==> src/hw/rtl/rrts_pkg.sv <==
// rrts_pkg: event, status and thread-state codes shared by the round-robin
// thread scheduler files.
// No dependencies.
`default_nettype none

package rrts_pkg;

  localparam int KIND_W   = 3;
  localparam int STATUS_W = 3;
  localparam int TSTATE_W = 2;
  localparam int TID_W    = 4;

  // event kinds
  localparam logic [KIND_W-1:0] K_CREATE  = 3'd0;
  localparam logic [KIND_W-1:0] K_UNBLOCK = 3'd1;
  localparam logic [KIND_W-1:0] K_START   = 3'd2;
  localparam logic [KIND_W-1:0] K_YIELD   = 3'd3;
  localparam logic [KIND_W-1:0] K_BLOCK   = 3'd4;
  localparam logic [KIND_W-1:0] K_FINISH  = 3'd5;

  // per-thread state codes
  localparam logic [TSTATE_W-1:0] TS_FREE    = 2'd0;
  localparam logic [TSTATE_W-1:0] TS_READY   = 2'd1;
  localparam logic [TSTATE_W-1:0] TS_RUNNING = 2'd2;
  localparam logic [TSTATE_W-1:0] TS_BLOCKED = 2'd3;

  // result status codes
  localparam logic [STATUS_W-1:0] ST_SWITCHED = 3'd0;
  localparam logic [STATUS_W-1:0] ST_QUEUED   = 3'd1;
  localparam logic [STATUS_W-1:0] ST_ALL_DONE = 3'd2;
  localparam logic [STATUS_W-1:0] ST_DEADLOCK = 3'd3;
  localparam logic [STATUS_W-1:0] ST_ILLEGAL  = 3'd4;

endpackage

`default_nettype wire

==> src/hw/rtl/rrts_ram.sv <==
// rrts_ram: generic single-write, single-read synchronous RAM with a
// registered read port. No dependencies.
`default_nettype none

module rrts_ram #(
  parameter int WIDTH = 4,
  parameter int DEPTH = 16
) (
  input  wire logic                     clk,
  input  wire logic                     we,
  input  wire logic [$clog2(DEPTH)-1:0] waddr,
  input  wire logic [WIDTH-1:0]         wdata,
  input  wire logic [$clog2(DEPTH)-1:0] raddr,
  output logic      [WIDTH-1:0]         rdata
);

  logic [WIDTH-1:0] mem [DEPTH];

  always_ff @(posedge clk) begin
    if (we) begin
      mem[waddr] <= wdata;
    end
    rdata <= mem[raddr];
  end

endmodule

`default_nettype wire

==> src/hw/rtl/round_robin_thread_scheduler.sv <==
// round_robin_thread_scheduler: top level of the round-robin thread scheduler.
// Depends on rrts_pkg (codes) and rrts_ram (thread-state table, ready fifo).
`default_nettype none

// channel  | direction | payload
// ---------+-----------+------------------------------------------------------
// in_      | slave     | tuser: kind; tdata: thread_id
// out_     | master    | tdata: running_id; tuser: running_valid, status
//
// an event that dispatches a thread passes through idle (with table read),
// execute, second table write and result load; any other event skips the
// second write. the single write port of the thread-state ram sets the extra
// state on dispatch.
// one event is in flight at a time; in_tready is high only while idle.
// a result waiting in the output register does not block the next accept;
// a new result waits in the load state until the register is free.
// rst_n (synchronous) clears the table valid bits, fifo pointers and counts.

module round_robin_thread_scheduler #(
  parameter int MAX_THREADS = 16
) (
  input  wire logic       clk,
  input  wire logic       rst_n,
  // input events
  input  wire logic       in_tvalid,
  output logic            in_tready,
  input  wire logic [7:0] in_tdata,   // [3:0] thread_id
  input  wire logic [2:0] in_tuser,   // [2:0] kind
  // results
  output logic            out_tvalid,
  input  wire logic       out_tready,
  output logic      [7:0] out_tdata,  // [3:0] running_id
  output logic      [3:0] out_tuser   // [0] running_valid, [3:1] status
);

  import rrts_pkg::*;

  localparam int IDW  = $clog2(MAX_THREADS);
  localparam int CNTW = $clog2(MAX_THREADS + 1);
  localparam logic [IDW-1:0] LAST_IDX = IDW'(MAX_THREADS - 1);

  typedef enum logic [1:0] {S_IDLE, S_EXEC, S_WR2, S_OUT} state_t;

  // control state
  state_t                 state_r,   state_nxt;
  logic [IDW-1:0]         head_r,    head_nxt;
  logic [IDW-1:0]         tail_r,    tail_nxt;
  logic [CNTW-1:0]        rdy_cnt_r, rdy_cnt_nxt;
  logic [CNTW-1:0]        blk_cnt_r, blk_cnt_nxt;
  logic [IDW-1:0]         cur_r,     cur_nxt;
  logic                   curv_r,    curv_nxt;
  logic [MAX_THREADS-1:0] tsv_r,     tsv_nxt;   // table entry written since reset
  logic                   out_v_r,   out_v_nxt;
  // event / result payload
  logic [KIND_W-1:0]      kind_r,    kind_nxt;
  logic [IDW-1:0]         id_r,      id_nxt;
  logic                   id_ok_r,   id_ok_nxt;
  logic                   rdv_r,     rdv_nxt;   // valid bit of the entry read
  logic [STATUS_W-1:0]    st_r,      st_nxt;
  logic [TID_W-1:0]       out_id_r,  out_id_nxt;
  logic                   out_rv_r,  out_rv_nxt;
  logic [STATUS_W-1:0]    out_st_r,  out_st_nxt;

  // ram ports
  logic                ts_we;
  logic [IDW-1:0]      ts_waddr, ts_raddr;
  logic [TSTATE_W-1:0] ts_wdata, ts_rdata;
  logic                ff_we;
  logic [IDW-1:0]      ff_waddr;
  logic [IDW-1:0]      ff_wdata, ff_rdata;

  rrts_ram #(.WIDTH(TSTATE_W), .DEPTH(MAX_THREADS)) u_tstate (
    .clk   (clk),
    .we    (ts_we),
    .waddr (ts_waddr),
    .wdata (ts_wdata),
    .raddr (ts_raddr),
    .rdata (ts_rdata)
  );

  rrts_ram #(.WIDTH(IDW), .DEPTH(MAX_THREADS)) u_rdyfifo (
    .clk   (clk),
    .we    (ff_we),
    .waddr (ff_waddr),
    .wdata (ff_wdata),
    .raddr (head_r),
    .rdata (ff_rdata)
  );

  assign in_tready  = (state_r == S_IDLE);
  assign out_tvalid = out_v_r;
  assign out_tdata  = {4'b0000, out_id_r};
  assign out_tuser  = {out_st_r, out_rv_r};

  always_comb begin
    logic [TSTATE_W-1:0] id_state;
    logic                push;
    logic [IDW-1:0]      push_id;
    logic                disp;
    logic [CNTW-1:0]     cnt_pushed;
    logic [IDW-1:0]      pop_id;
    logic [CNTW-1:0]     blk_upd;

    id_state   = rdv_r ? ts_rdata : TS_FREE;
    push       = 1'b0;
    push_id    = id_r;
    disp       = 1'b0;
    cnt_pushed = rdy_cnt_r;
    pop_id     = ff_rdata;
    blk_upd    = blk_cnt_r;

    state_nxt   = state_r;
    head_nxt    = head_r;
    tail_nxt    = tail_r;
    rdy_cnt_nxt = rdy_cnt_r;
    blk_cnt_nxt = blk_cnt_r;
    cur_nxt     = cur_r;
    curv_nxt    = curv_r;
    tsv_nxt     = tsv_r;
    kind_nxt    = kind_r;
    id_nxt      = id_r;
    id_ok_nxt   = id_ok_r;
    rdv_nxt     = rdv_r;
    st_nxt      = st_r;
    out_id_nxt  = out_id_r;
    out_rv_nxt  = out_rv_r;
    out_st_nxt  = out_st_r;
    out_v_nxt   = out_v_r;

    ts_we    = 1'b0;
    ts_waddr = cur_r;
    ts_wdata = TS_FREE;
    ts_raddr = IDW'(in_tdata[3:0]);
    ff_we    = 1'b0;
    ff_waddr = tail_r;
    ff_wdata = id_r;

    // the output register drains independently of event processing
    if (out_v_r && out_tready) begin
      out_v_nxt = 1'b0;
    end

    case (state_r)
      S_IDLE: begin
        if (in_tvalid) begin
          kind_nxt  = in_tuser;
          id_nxt    = IDW'(in_tdata[3:0]);
          id_ok_nxt = (int'(in_tdata[3:0]) < MAX_THREADS);
          rdv_nxt   = tsv_r[IDW'(in_tdata[3:0])];
          state_nxt = S_EXEC;
        end
      end

      S_EXEC: begin
        // table entry of id_r and fifo head are now on the ram outputs
        st_nxt    = ST_ILLEGAL;
        state_nxt = S_OUT;
        case (kind_r)
          K_CREATE: begin
            if (id_ok_r && id_state == TS_FREE) begin
              ts_we    = 1'b1;
              ts_waddr = id_r;
              ts_wdata = TS_READY;
              push     = 1'b1;
              st_nxt   = ST_QUEUED;
            end
          end
          K_UNBLOCK: begin
            if (id_ok_r && id_state == TS_BLOCKED) begin
              ts_we    = 1'b1;
              ts_waddr = id_r;
              ts_wdata = TS_READY;
              push     = 1'b1;
              if (blk_cnt_r != '0) begin
                blk_upd = blk_cnt_r - CNTW'(1);
              end
              st_nxt = ST_QUEUED;
            end
          end
          K_START: begin
            disp = !curv_r;
          end
          K_YIELD: begin
            if (curv_r) begin
              ts_we    = 1'b1;
              ts_waddr = cur_r;
              ts_wdata = TS_READY;
              push     = 1'b1;
              push_id  = cur_r;
              disp     = 1'b1;
            end
          end
          K_BLOCK: begin
            if (curv_r) begin
              ts_we    = 1'b1;
              ts_waddr = cur_r;
              ts_wdata = TS_BLOCKED;
              blk_upd  = blk_cnt_r + CNTW'(1);
              disp     = 1'b1;
            end
          end
          K_FINISH: begin
            if (curv_r) begin
              ts_we    = 1'b1;
              ts_waddr = cur_r;
              ts_wdata = TS_FREE;
              disp     = 1'b1;
            end
          end
          default: begin
          end
        endcase

        if (ts_we) begin
          tsv_nxt[ts_waddr] = 1'b1;
        end

        // append to the ready fifo
        if (push) begin
          ff_we      = 1'b1;
          ff_waddr   = tail_r;
          ff_wdata   = push_id;
          tail_nxt   = (tail_r == LAST_IDX) ? '0 : tail_r + IDW'(1);
          cnt_pushed = rdy_cnt_r + CNTW'(1);
          // empty fifo: the entry just pushed is the head, ram data is stale
          if (rdy_cnt_r == '0) begin
            pop_id = push_id;
          end
        end
        rdy_cnt_nxt = cnt_pushed;
        blk_cnt_nxt = blk_upd;

        // hand the processor to the head of the fifo
        if (disp) begin
          if (cnt_pushed == '0) begin
            curv_nxt = 1'b0;
            cur_nxt  = '0;
            st_nxt   = (blk_upd == '0) ? ST_ALL_DONE : ST_DEADLOCK;
          end else begin
            cur_nxt     = pop_id;
            curv_nxt    = 1'b1;
            head_nxt    = (head_r == LAST_IDX) ? '0 : head_r + IDW'(1);
            rdy_cnt_nxt = cnt_pushed - CNTW'(1);
            st_nxt      = ST_SWITCHED;
            state_nxt   = S_WR2;
          end
        end
      end

      S_WR2: begin
        // second table write: mark the dispatched thread running
        ts_we           = 1'b1;
        ts_waddr        = cur_r;
        ts_wdata        = TS_RUNNING;
        tsv_nxt[cur_r]  = 1'b1;
        state_nxt       = S_OUT;
      end

      S_OUT: begin
        if (!out_v_r || out_tready) begin
          out_v_nxt  = 1'b1;
          out_id_nxt = curv_r ? TID_W'(cur_r) : '0;
          out_rv_nxt = curv_r;
          out_st_nxt = st_r;
          state_nxt  = S_IDLE;
        end
      end

      default: begin
        state_nxt = S_IDLE;
      end
    endcase
  end

  always_ff @(posedge clk) begin
    if (!rst_n) begin
      state_r   <= S_IDLE;
      head_r    <= '0;
      tail_r    <= '0;
      rdy_cnt_r <= '0;
      blk_cnt_r <= '0;
      cur_r     <= '0;
      curv_r    <= 1'b0;
      tsv_r     <= '0;
      out_v_r   <= 1'b0;
    end else begin
      state_r   <= state_nxt;
      head_r    <= head_nxt;
      tail_r    <= tail_nxt;
      rdy_cnt_r <= rdy_cnt_nxt;
      blk_cnt_r <= blk_cnt_nxt;
      cur_r     <= cur_nxt;
      curv_r    <= curv_nxt;
      tsv_r     <= tsv_nxt;
      out_v_r   <= out_v_nxt;
    end
    kind_r   <= kind_nxt;
    id_r     <= id_nxt;
    id_ok_r  <= id_ok_nxt;
    rdv_r    <= rdv_nxt;
    st_r     <= st_nxt;
    out_id_r <= out_id_nxt;
    out_rv_r <= out_rv_nxt;
    out_st_r <= out_st_nxt;
  end

endmodule

`default_nettype wire

==> config.mk <==
export PLATFORM = sky130hd
export DESIGN_NAME = round_robin_thread_scheduler
export DESIGN_NICKNAME = d
export VERILOG_FILES = /design/src/hw/rtl/rrts_pkg.sv /design/src/hw/rtl/rrts_ram.sv /design/src/hw/rtl/round_robin_thread_scheduler.sv
export SDC_FILE = /design/constraint.sdc
export NUM_CORES = 1
export LEC_CHECK = 0
export ABC_AREA = 1
export CORE_MARGIN = 2
export CORE_UTILIZATION = 50
export CTS_CLUSTER_SIZE = 10
export DETAILED_ROUTE_END_ITERATION = 12
export DONT_BUFFER_PORTS = 1
export MAX_ROUTING_LAYER = met4
export PLACE_DENSITY = 0.64
export SLEW_MARGIN = 20
export SYNTH_ARGS = -nofsm -noshare
export SYNTH_HDL_FRONTEND = slang
export SYNTH_HIERARCHICAL = 1
export SYNTH_SLANG_ARGS = --single-unit
==> constraint.sdc <==
create_clock -name clk -period 3.7 [get_ports clk]
set_input_delay 0.185 -clock clk [delete_from_list [all_inputs] [get_ports clk]]
set_output_delay 0.185 -clock clk [all_outputs]
set_load 0.02 [all_outputs]
Word level (Yosys, flattened, before mapping) --
Memories as Yosys holds them, arrays and structs flattened. A register that Yosys moved wholly into a read port is not among the register bits. Cells that the tools add are included.
Storage, ports and cells: logic and storage cells 137, output and inout port bits 14, flip-flop bits (word level) 61, bits in writable memories 96, input port bits 15, memories 2
Cells by class: reduce and logical (&&, ||, !) cells 22, $add $sub $neg 6, $lt $le $gt $ge 5, bitwise gates (word level) 3, multiplexer cells 69, equal/unequal tests 14
Memory list:
- u_rdyfifo.mem | words 16, width 4, read ports 1, clocked after memory_dff 1, wr ports 1, line rrts_ram.sv:17 | logic [WIDTH-1:0] mem [DEPTH];
- u_tstate.mem | words 16, width 2, read ports 1, clocked after memory_dff 1, wr ports 1, line rrts_ram.sv:17
Operator list (number):
- $mux 4 | 13
- $mux 5 | 8
- $or 16x16->16 | 2
- $pmux 16 s2 | 1
- $mux 1 | 25
- $mux 16 | 1
- $pmux 2 s4 | 2
- $logic_not 5->1 | 3
- $lt 4x5->1 const B | 3
- $reduce_and 2->1 | 6
- $add 5x1->5 const B | 2
- $mux 2 | 5
- $pmux 5 s2 | 1
- $sub 5x1->5 const B | 2
- $mux 3 | 3
- $add 4x1->4 const B | 2
- $demux 1 s4 | 2
- $eq 4x4->1 const B | 2
- $ge 4x1->1 const B | 2
- $pmux 4 s2 | 1
- $eq 2x2->1 const B | 3
- $eq 3x2->1 const B | 2
- $eq 3x3->1 const B | 2
- $pmux 1 s3 | 2
- other kinds (18) | 24

Logic depth before layout (Yosys ltp) --
Gate-level depths: netlist of the first run.
depth in word-level cells 12, gate-level depth with buffers 17, depth with buffers taken out 17

Hierarchy --
The synthesis of the first run kept the hierarchy.
By module, submodules not included:
- round_robin_thread_scheduler | area each 3712.3 µm², cells each 510, sequential area each 1411.4 µm², instances 1
- rrts_ram (u_rdyfifo) | area each 2966.6 µm², cells each 290, sequential area each 2001.9 µm², instances 1
- rrts_ram (u_tstate) | area each 1531.5 µm², cells each 159, sequential area each 1001.0 µm², instances 1

Least setup slack after synthesis of the first run --
OpenSTA, ideal clock, no wires.
kind reg-to-reg, start register state_r[1], end memory u_tstate/mem[0][0] in the netlist's numbering, data pin, arrival 1828 ps, period minus slack after synthesis 2169 ps, library setup time 340 ps, path buffers 1, required time 3360 ps, setup slack 1531 ps, cell stages (with the launch flop) 6, cells stage by stage dfxtp_1 > inv_1 > ha_1 > inv_1 > clkbuf_1 > a211oi_1
Between the ends: longest elaborated chain between the ends 2, elaborated cells on any way between the ends 3, those cells by class eq/ne: 2; mux: 1
Ends and longest elaborated chain:
- from (decl) | line round_robin_thread_scheduler.sv:45 | state_t state_r, state_nxt;
- from (signal assigned) | line round_robin_thread_scheduler.sv:287 | state_r <= state_nxt;
- $eq 2x2->1 or $eq 2x1->1 (tied branches) | line round_robin_thread_scheduler.sv:143 | case (state_r)
- $pmux 2 s2 * | line round_robin_thread_scheduler.sv:143
- net ts_wdata[0] | line round_robin_thread_scheduler.sv:67 | logic [TSTATE_W-1:0] ts_wdata, ts_rdata;
- to (decl) | line rrts_ram.sv:17
The timed path passes the listed nets; every way through them passes the cells marked *.

Worst setup path after layout of the first run --
start register state_r[1], end memory u_tstate/mem[8][0] in the netlist's numbering, enable pin
Between the ends: longest elaborated chain between the ends 4, elaborated cells on any way between the ends 6, those cells by class eq/ne: 2; mux: 4
Ends and longest elaborated chain:
- $eq 2x2->1 or $eq 2x1->1 (tied branches) | line round_robin_thread_scheduler.sv:143
- $pmux 1 s2 * | line round_robin_thread_scheduler.sv:143
- net ts_we | line round_robin_thread_scheduler.sv:65 | logic ts_we;
- $mux 1 * | line rrts_ram.sv:20 | if (we) begin
- $mux 1 (not written as such) * | line rrts_ram.sv:21 | mem[waddr] <= wdata;
Marks and branches as above.

==> qor.csv, run 1 <==
metric,value,unit
status,finished clean,
path_cells,inv_1 -> ha_1 -> buf_4 -> o211ai_2 -> a21oi_1 -> nand3b_1 -> nor2_1,
synth_cell_type_count,45,
path_buf_inv,2,
layout_min_cycle_time,2.61,ns
use_met2,0.312,
dieArea,0.0175,sq mm
areaGrowthSynthToFinish,9.69,%
place_ws,1.13,ns
path_max_fanout,20,
final_area,0.00901,sq mm
die_x,132,um
drt_pass1_iterations,5,
seq_area_frac_synth,0.538,
cts_max_level,4,
gp_congestion,0.850,
synth.area.top_cells,"edfxtp_1 42%, dfxtp_1 12%, nand2_1 11%",
period_share,0.705,
syn_area_per_cell,8.56,sq um
vias,6212,
grt_pass1_vias,5529,
final_cell_mix,"232 x nand2_1, 149 x inv_1, 115 x edfxtp_1, 112 x nand3_1, 73 x nor2_1",
grt_remaining_overflow,0,
startpoint_type,register,
clkLatencyLatePin,0.43,ns
leakagePower,3.71,nW
critPathKind,register to register,
relSlewSlack,0.386,
nets,993,
first_iter_violations,637,
cts_resized,0,
layout_commonest_cell,nand2_1,
worst_ep_arrival_time,2.74,ns
rr_startpoint,state_r[1],
hpwl,11900,um
slew_viol_final,0,
die_h,132,um
fin_setup_tns,0,ns
max_cap_viol_count,0,
fmax,384,MHz
final.setup.worst_slack,1.09,ns
finalSetupViolations,0,
cts_hold_buf,9,
clockBufferDepth,2,
grt_max_degree,35,
met3_usage,0.0338,
hold_slack,0.0278,ns
rows,46,
syn_area,0.00821,sq mm
grt_pass1_wl,28300,um
clkSlewWorstSetupHoldPaths,0.07,ns
placedInstanceArea,0.00834,sq mm
clock_sinks,163,
routed_wl,17600,um
drive_gt1_frac,0.0918,
ys_ff_latch,163,
wl_per_cell,14.7,um
antenna_found_initial,0,
numPortBuffers,0,
root_buffer,clkbuf_16,
post_cts_buffers,0,
required,3.83,ns
hold_start,in_tdata[2],
n_antenna_cell,0,
avgViaCountPerCell,5.19,
worst_slew_pin_slew,0.916,ns
hold_class,input port to register,
startpoint,state_r[1],
grt_busiest_layer,met2,
fill_cells,1492,
coreArea,0.0159,sq mm
cp_slowest_cell,ha_1,
grt_util_all_layers,0.214,
met1_usage,0.301,
synth_top_cell_by_area,edfxtp_1,
ys.warnings.count,6,
cts_tree,yes,
rsz0062_at_grt,no,
cp-end-kind,register,
drcViolationCount,0,
io-pin-count,29,
netlist_instances,959,
cts_buffers,17,
skew,0.00929,ns
pwr_density_cell,560,mW/mm^2
synth_top_area_share,0.421,
initial_utilization,0.515,
hold_violations,0,
peakVddDrop,0.444,mV
cpPeakStageDelay,0.57,ns
cp_top_family,adder cells,
antenna_left,0,
stage by stage:
| stage | std cells | utilization | total power, mW |
|---|---|---|---|
| finish | 1196 | 0.565 | 5.04 |
| global route | 1196 | 0.565 | 5.27 |
| CTS | 1196 | 0.565 | 5.06 |
| detailed placement | 1155 | 0.523 | 3.35 |
| global placement | 1155 | 0.523 | 3.34 |
| floorplan | 962 | - | 3.06 |
registers in the layout, summed over array words and instances, names as in the netlist, 2 cells and up:
| signal | flops |
|---|---|
| id_r | 4 |
| out_st_r | 3 |
| blk_cnt_r | 5 |
| out_id_r | 4 |
| u_tstate/mem | 32 |
| tsv_r | 16 |
| head_r | 4 |
| cur_r | 4 |
| u_tstate/rdata | 2 |
| u_rdyfifo/rdata | 4 |
| st_r | 3 |
| u_rdyfifo/mem | 64 |
| tail_r | 4 |
| rdy_cnt_r | 5 |
| state_r | 2 |
| kind_r | 3 |
worst min-delay path, delay by kind of cell:
kind	cells	cell delay (ns)
AND/OR/NAND/NOR	3	0.25
cells by family after synthesis:
family,count (synthesis),synth area share
fa+ha+maj,11,0.0168
other cells,1,0.000457
compound gates,130,0.0904
simple gates,453,0.247
buf+inv,196,0.103
xor+xnor,5,0.00533
flops,163,0.538
cell usage after synthesis (all sizes together):
| master | instances |
|---|---|
| nor2 | 79 |
| o31ai | 1 |
| clkinv | 2 |
| nand4 | 5 |
| nor3 | 1 |
| buf | 22 |
| clkbuf | 10 |
| a211oi | 3 |
| nand3 | 120 |
| o22ai | 8 |
| nand2 | 241 |
| a32o | 1 |
| conb | 1 |
| xnor2 | 1 |
| nand3b | 6 |
| dfxtp | 48 |
| a22oi | 1 |
| o21ai | 58 |
| o2111ai | 1 |
| a21oi | 53 |
| a311o | 1 |
| o211ai | 2 |
| xor2 | 4 |
| edfxtp | 115 |
| o221ai | 1 |
| inv | 162 |
| nor4 | 1 |
| ha | 11 |
worst paths after layout:
path | endpoint | slack (ns) | depth (start not counted)
worst max register to register | u_tstate/mem[8][0] | 1.09 | 7
worst max-delay path | u_tstate/mem[8][0] | 1.09 | 7
worst min-delay path | u_tstate/rdata[1] | 0.03 | 3
worst min register to register | out_st_r[1] | 0.42 | 0
layout make-up:
class / count / area (sq um) / share of cell area
Sequential cell: 163 / 4410 / 0.490
Multi-Input combinational cell: 603 / 2960 / 0.329
Inverter: 164 / 628 / 0.0697
Clock buffer: 17 / 425 / 0.0472
Tap cell: 216 / 270 / 0.0300
Timing Repair Buffer: 18 / 158 / 0.0175
Clock inverter: 15 / 148 / 0.0164
layer usage:
| metal | part of all wire | routed length, um |
|---|---|---|
| met5 | 0 | 0 |
| met4 | 0.017 | 305 |
| met3 | 0.049 | 855 |
| met2 | 0.45 | 7930 |
| met1 | 0.48 | 8500 |
power breakdown:
| group | internal, mW | switching, mW |
|---|---|---|
| Combinational | 0.279 | 0.735 |
| Sequential | 2.21 | 0.111 |
| Clock | 0.945 | 0.763 |
| Total | 3.43 | 1.61 |
Note: power is estimated with default switching activity, not from simulation.
==> inputs of run 2 (changes only) <==
--- a/config.mk
+++ b/config.mk
@@ -5,14 +5,14 @@
 export SDC_FILE = /design/constraint.sdc
 export NUM_CORES = 1
 export LEC_CHECK = 0
-export ABC_AREA = 1
+export ABC_AREA = 0
 export CORE_MARGIN = 2
 export CORE_UTILIZATION = 50
 export CTS_CLUSTER_SIZE = 10
 export DETAILED_ROUTE_END_ITERATION = 12
 export DONT_BUFFER_PORTS = 1
 export MAX_ROUTING_LAYER = met4
-export PLACE_DENSITY = 0.64
+export PLACE_DENSITY = 0.67
 export SLEW_MARGIN = 20
 export SYNTH_ARGS = -nofsm -noshare
 export SYNTH_HDL_FRONTEND = slang
==> constraint.sdc (replaced) <==
create_clock -name clk -period 2.25 [get_ports clk]
set_input_delay 0.1125 -clock clk [delete_from_list [all_inputs] [get_ports clk]]
set_output_delay 0.1125 -clock clk [all_outputs]
set_load 0.02 [all_outputs]
==> qor.csv, run 2 <==
metric,value,unit,change
status,"complete, but fails checks",,
violations,setup timing,,
cts_buffers,17,,unchanged
relSlewSlack,0.580,,+0.194
grt_max_degree,47,,+34%
numPortBuffers,0,,unchanged
synth_commonest_cells,"115 x edfxtp_1, 60 x nand2_1, 48 x dfxtp_1",,
synth_top_area_share,0.444,,+0.0229
power.switching,2.31,mW,+44%
final_cell_mix,"115 x edfxtp_1, 82 x buf_4, 56 x nand2_1, 48 x dfxtp_1, 28 x nor2_1",,
max_cap_viol_count,0,,unchanged
io-pin-count,29,,unchanged
layout_min_cycle_time,2.49,ns,-0.120 ns
drcViolationCount,0,,unchanged
antenna_left,0,,unchanged
antenna_found_initial,0,,unchanged
slew_viol_final,0,,unchanged
die_h,129,um,-2.5%
synth_top_cell_by_area,edfxtp_1,,
routed_wl,17600,um,-0.15%
synth-edff-count,115,,unchanged
path_max_fanout,11,,-45%
cp-end-kind,register,,
r2r-end,head_r[0],,
root_buffer,clkbuf_16,,
yosysMostFrequentCell,edfxtp_1,,
hold_class,input port to register,,
grt_pass1_vias,5345,,-3.3%
drt_pass1_iterations,5,,unchanged
avgViaCountPerCell,5.96,,+15%
grt_remaining_overflow,0,,unchanged
clockBufferDepth,2,,unchanged
period_share,1.11,,+0.401
power_frac_comb,0.220,,+0.019
fill_cells,1108,,-26%
startpoint_type,register,,
layout_commonest_cell,edfxtp_1,,
internal_power,5.62,mW,+64%
syn_area,0.00779,sq mm,-5.2%
worst_ep_arrival_time,2.84,ns,+0.10 ns
ys_async_sr_fraction,0,,unchanged
leakagePower,3.44,nW,-7.3%
p_sw_frac,0.291,,-0.0277
ys.warnings.count,6,,unchanged
final.setup.worst_slack,-0.238,ns,-1.33 ns
holdPathStages,3,,unchanged
peakVddDrop,0.599,mV,+35%
critPathKind,register to register,,
clock_sinks,163,,unchanged
hpwl,11700,um,-2.3%
largest_register,u_rdyfifo/mem,,
pwr-share-seq,0.445,,-0.015
synth_ff_type,edfxtp_1,,
final_util,0.644,,+0.0795
synth.area.top_cells,"edfxtp_1 44%, dfxtp_1 12%, mux4_1 6.1%",,
rr_startpoint,kind_r[1],,
fin_total_pwr,7.93,mW,+57%
rr_worst_depth,8,,+1
worst_slew_pin_slew,0.630,ns,-0.286 ns
synth_cell_type_count,66,,+47%
dieArea,0.0166,sq mm,-5.0%
cts_tree,yes,,
min_to,u_tstate/rdata[0],,
hold_violations,0,,unchanged
hold_slack,0.0325,ns,+0.00470 ns
first_iter_violations,581,,-8.8%
gp_congestion,0.906,,+6.5%
clockPowerShare,0.335,,-0.004
cts_max_level,4,,unchanged
n_antenna_cell,0,,unchanged
drive_gt1_frac,0.325,,+0.233
rows,45,,-2.2%
die_x,129,um,-2.5%
pwr_density_cell,810,mW/mm^2,+45%
finalSetupViolations,71,,+71
clkLatencyLatePin,0.42,ns,about the same
wl_per_cell,18.9,um,+28%
rsz0062_at_grt,yes,,
coreArea,0.0152,sq mm,-4.6%
syn_area_per_cell,12.2,sq um,+42%
grt_pass1_wl,27900,um,-1.6%
clkSlewWorstSetupHoldPaths,0.06,ns,about the same
hold_start,in_tdata[1],,
skew,0.00768,ns,-0.00161 ns
netlist_instances,639,,-33%
ys_ff_latch,163,,unchanged
nets,755,,-24%
rrSetupSlack,-0.24,ns,-1.33 ns
initial_utilization,0.512,,-0.00281
required,2.60,ns,-1.23 ns
seq_area_frac_synth,0.567,,+0.0293
fmax,402,MHz,+4.8%
largestRegisters,"u_rdyfifo/mem: 64 flops, u_tstate/mem: 32 flops, tsv_r: 16 flops",,
largest_reg_flops,64,,unchanged
areaGrowthSynthToFinish,25.8,%,
grt_util_all_layers,0.227,,+0.0125
vias,5546,,-11%
[run 2: cell types whose count changed in the layout (fill, tap and decap cells not counted), moves of 14 or more]
cell / change
o21ai_0: -21
buf_4: +73
mux4_1: +18
nor2b_1: +26
a21oi_1: -27
nand2_1: -176
inv_1: -132
nand3_1: -90
nor2_1: -45
and2_1: +14
[run 2: critical path, stage by stage (launching register included)]
cell	delay, ns
edfxtp_1	0.42
or2_4	0.26
a221o_1	0.35
a211o_1	0.36
xor2_2	0.17
a31o_1	0.26
buf_6	0.15
a311o_1	0.33
a21boi_1	0.12
[run 2: repair_timing]
item,in CTS,in global routing
setup buffers,9,9
hold endpoints to repair,52,0
hold buffers,10,0
endpoints found under the setup margin,139,121
pin swaps,14,33
resized for setup,58,44
[run 2: how the worst max path moves through the flow]
| stage | start | end | depth (start not counted) |
|---|---|---|---|
| after CTS | kind_r[1] | rdy_cnt_r[0] | 9 |
| after global routing | kind_r[1] | rdy_cnt_r[0] | 9 |
| final | kind_r[1] | head_r[0] | 8 |
| after global placement | kind_r[2] | head_r[2] | 8 |
| after detailed placement | kind_r[1] | u_tstate/mem[6][0] | 7 |
| after floorplan | kind_r[1] | rdy_cnt_r[0] | 12 |
[run 2: per-layer routing]
layer / global-route usage / share of wire / routed length (um)
met1: 0.302 / 0.45 / 7900
met2: 0.346 / 0.48 / 8500
met3: 0.0516 / 0.051 / 900
met4: 0.0761 / 0.015 / 267
met5: - / 0 / 0
[run 2: stage by stage]
stage	std cells	setup TNS, ns	cell area, sq um	setup WS [ns]
after floorplan	642	-3.47	7960	-0.167
after global placement	874	-1.91	8570	-0.131
after detailed placement	874	-7.39	8570	-0.211
after CTS	924	-4.94	9540	-0.158
after global routing	930	-12.41	9800	-0.290
final	930	-7.06	9800	-0.238
[run 2: cell families (layout without fill, tap and decap cells)]
group	after synthesis	in the layout	synth area share
AND/OR/NAND/NOR	235	235	0.153
other	1	4	0.000482
adder cells (fa/ha/maj)	11	11	0.0177
buffers and inverters	53	153	0.0354
multiplexers	43	43	0.111
XOR/XNOR	7	7	0.00787
AO/OA/AOI/OAI	126	126	0.107
flip-flops	163	163	0.567
[run 2: power groups by stage]
stage,Sequential [mW],Combinational [mW],Clock (mW)
6_report,3.53,1.74,2.66
4_1_cts,3.52,1.59,2.70
3_3_place_gp,3.58,1.33,0
5_1_grt,3.55,1.88,2.83
3_5_place_dp,3.59,1.37,0
2_1_floorplan,3.56,0.933,0
[run 2: final cells by class]
class,count,area [sq um],share of cell area
clock buffer,17,425,0.0434
clock inverter,15,124,0.0126
inverter,18,67.6,0.00690
multi-input combinational,426,3650,0.373
sequential,163,4410,0.451
tap,188,235,0.0240
timing repair buffer,103,876,0.0894
==> inputs of run 3 (changes only) <==
--- a/config.mk
+++ b/config.mk
@@ -7,14 +7,15 @@
 export LEC_CHECK = 0
 export ABC_AREA = 0
 export CORE_MARGIN = 2
-export CORE_UTILIZATION = 50
+export CORE_UTILIZATION = 39
 export CTS_CLUSTER_SIZE = 10
 export DETAILED_ROUTE_END_ITERATION = 12
 export DONT_BUFFER_PORTS = 1
 export MAX_ROUTING_LAYER = met4
-export PLACE_DENSITY = 0.67
+export PLACE_DENSITY = 0.54
 export SLEW_MARGIN = 20
 export SYNTH_ARGS = -nofsm -noshare
 export SYNTH_HDL_FRONTEND = slang
 export SYNTH_HIERARCHICAL = 1
 export SYNTH_SLANG_ARGS = --single-unit
+export TNS_END_PERCENT = 50
==> qor.csv, run 3 (same netlist as run 2, synthesis figures left out) <==
metric,value,unit,change
antenna_left,0,,unchanged
skew,0.00900,ns,+0.00132 ns
cp_slowest_cell,or3b_4,,
wl_per_cell,18.5,um,-2.0%
place_ws,-0.290,ns,-0.0780 ns
rows,51,,+13%
io-pin-count,29,,unchanged
p_sw_frac,0.299,,+0.00754
worst_ep_arrival_time,2.56,ns,-0.28 ns
layout_min_cycle_time,2.42,ns,-0.0679 ns
dieArea,0.0211,sq mm,+27%
clockPowerShare,0.343,,+0.008
startpoint_type,register,,
fmax,413,MHz,+2.8%
drt_pass1_iterations,5,,unchanged
drive_gt1_frac,0.361,,+0.0360
final.setup.worst_slack,-0.170,ns,+0.0679 ns
grt_pass1_vias,5529,,+3.4%
layout_commonest_cell,edfxtp_1,,
cts_tree,yes,,
cts_buffers,17,,unchanged
final_util,0.531,,-0.114
violations,setup timing,,
required,2.39,ns,-0.21 ns
grt_pass1_wl,29600,um,+6.1%
hold_violations,0,,unchanged
final_cells,1030,,+11%
max_cap_viol_count,0,,unchanged
initial_utilization,0.399,,-0.113
clkLatencyLatePin,0.42,ns,about the same
cts_max_level,4,,unchanged
vias,5624,,+1.4%
peakVddDrop,0.379,mV,-37%
hold_class,input port to register,,
path_max_fanout,4,,-7
cp_top_family,simple AND/OR/NAND/NOR gates,,
grt_util_all_layers,0.183,,-0.0431
cp-end-kind,register,,
internal_power,5.85,mW,+4.2%
final_cell_mix,"115 x edfxtp_1, 86 x buf_4, 53 x nand2_1, 48 x dfxtp_1, 29 x nor2_1",,
hold_slack,0.0103,ns,-0.0222 ns
fin_setup_tns,-6.25,ns,+0.813 ns
worst_slew_pin_slew,0.608,ns,-0.0222 ns
clock_sinks,163,,unchanged
status,"complete, but fails checks",,
dp_cells,956,,+9.4%
avgViaCountPerCell,5.46,,-8.4%
n_antenna_cell,0,,unchanged
rsz0062_at_grt,yes,,
root_buffer,clkbuf_16,,
power_frac_comb,0.235,,+0.015
path_buf_inv,1,,unchanged
relSlewSlack,0.594,,+0.0148
largest_reg_flops,64,,unchanged
critPathKind,register to register,,
coreArea,0.0195,sq mm,+28%
finalSetupViolations,67,,-5.6%
die_h,145,um,+13%
first_iter_violations,369,,-36%
die_x,145,um,+13%
pwr-share-seq,0.423,,-0.022
grt_remaining_overflow,0,,unchanged
path_cells,or2_4 -> a221oi_4 -> a21o_1 -> a31oi_1 -> nor2b_2 -> or3b_4 -> buf_4 -> nor2_4,,
drcViolationCount,0,,unchanged
pwr_density_cell,806,mW/mm^2,-0.51%
cpPeakStageDelay,0.46,ns,+0.04 ns
hpwl,12500,um,+7.4%
largestRegisters,"u_rdyfifo/mem: 64 flops, u_tstate/mem: 32 flops, tsv_r: 16 flops",,
largest_register,u_rdyfifo/mem,,
grt_max_degree,47,,unchanged
leakagePower,3.60,nW,+4.9%
numPortBuffers,0,,unchanged
antenna_found_initial,0,,unchanged
slew_viol_final,0,,unchanged
clockBufferDepth,2,,unchanged
gp_congestion,0.875,,-3.4%
period_share,1.08,,-0.0302
nets,778,,+3.0%
routed_wl,19100,um,+8.5%
areaGrowthSynthToFinish,33.1,%,
power.switching,2.50,mW,+8.0%
clkSlewWorstSetupHoldPaths,0.07,ns,about the same
-- run 3: cell type report --
| cell class | count | area, sq um |
|---|---|---|
| Tap cell | 265 | 332 |
| Clock buffer | 19 | 433 |
| Inverter | 18 | 67.6 |
| Timing Repair Buffer | 126 | 1110 |
| Clock inverter | 13 | 143 |
| Multi-Input combinational cell | 426 | 3860 |
| Sequential cell | 163 | 4410 |
| Fill cell | 1645 | 9160 |
-- run 3: repair_timing --
item / in CTS / in global routing
pin swaps: 26 / 49
cloned: 1 / 0
buffers inserted: 17 / 18
gates resized for setup: 83 / 84
endpoints found under the hold margin: 52 / 0
hold buffers: 10 / 0
endpoints found under the setup margin: 141 / 184
-- run 3: final timing paths --
| path | cells after the start | slack (ns) | startpoint | to |
|---|---|---|---|---|
| worst max register to register | 8 | -0.17 | kind_r[2] | u_tstate/mem[3][1] |
| worst min register to register | 0 | 0.43 | st_r[2] | out_st_r[2] |
| worst max-delay path | 8 | -0.17 | kind_r[2] | u_tstate/mem[3][1] |
| worst min-delay path | 3 | 0.01 | in_tdata[3] | u_tstate/rdata[0] |
-- run 3: tightest hold or removal path: cells and delay by family --
family	cells	cell delay, ns
and+or+nand+nor	3	0.26
-- run 3: metal layers --
metal | global-route usage | routed length [um]
met1 | 0.245 | 8710
met3 | 0.0333 | 804
met2 | 0.284 | 9230
met5 | - | 0
met4 | 0.0608 | 319
-- run 3: per-stage QoR --
stage,cell area (sq um),power (mW)
3_5_place_dp,8680,4.96
2_1_floorplan,7920,4.47
6_report,10400,8.35
4_1_cts,9850,8.15
5_1_grt,10400,8.69
3_3_place_gp,8680,4.93
-- run 3: power by group through the flow --
stage | Sequential [mW] | Combinational, mW | Clock [mW]
after floorplan | 3.56 | 0.912 | 0
after global placement | 3.58 | 1.35 | 0
after detailed placement | 3.59 | 1.37 | 0
after CTS | 3.52 | 1.71 | 2.93
after global routing | 3.54 | 2.11 | 3.04
final | 3.53 | 1.96 | 2.86
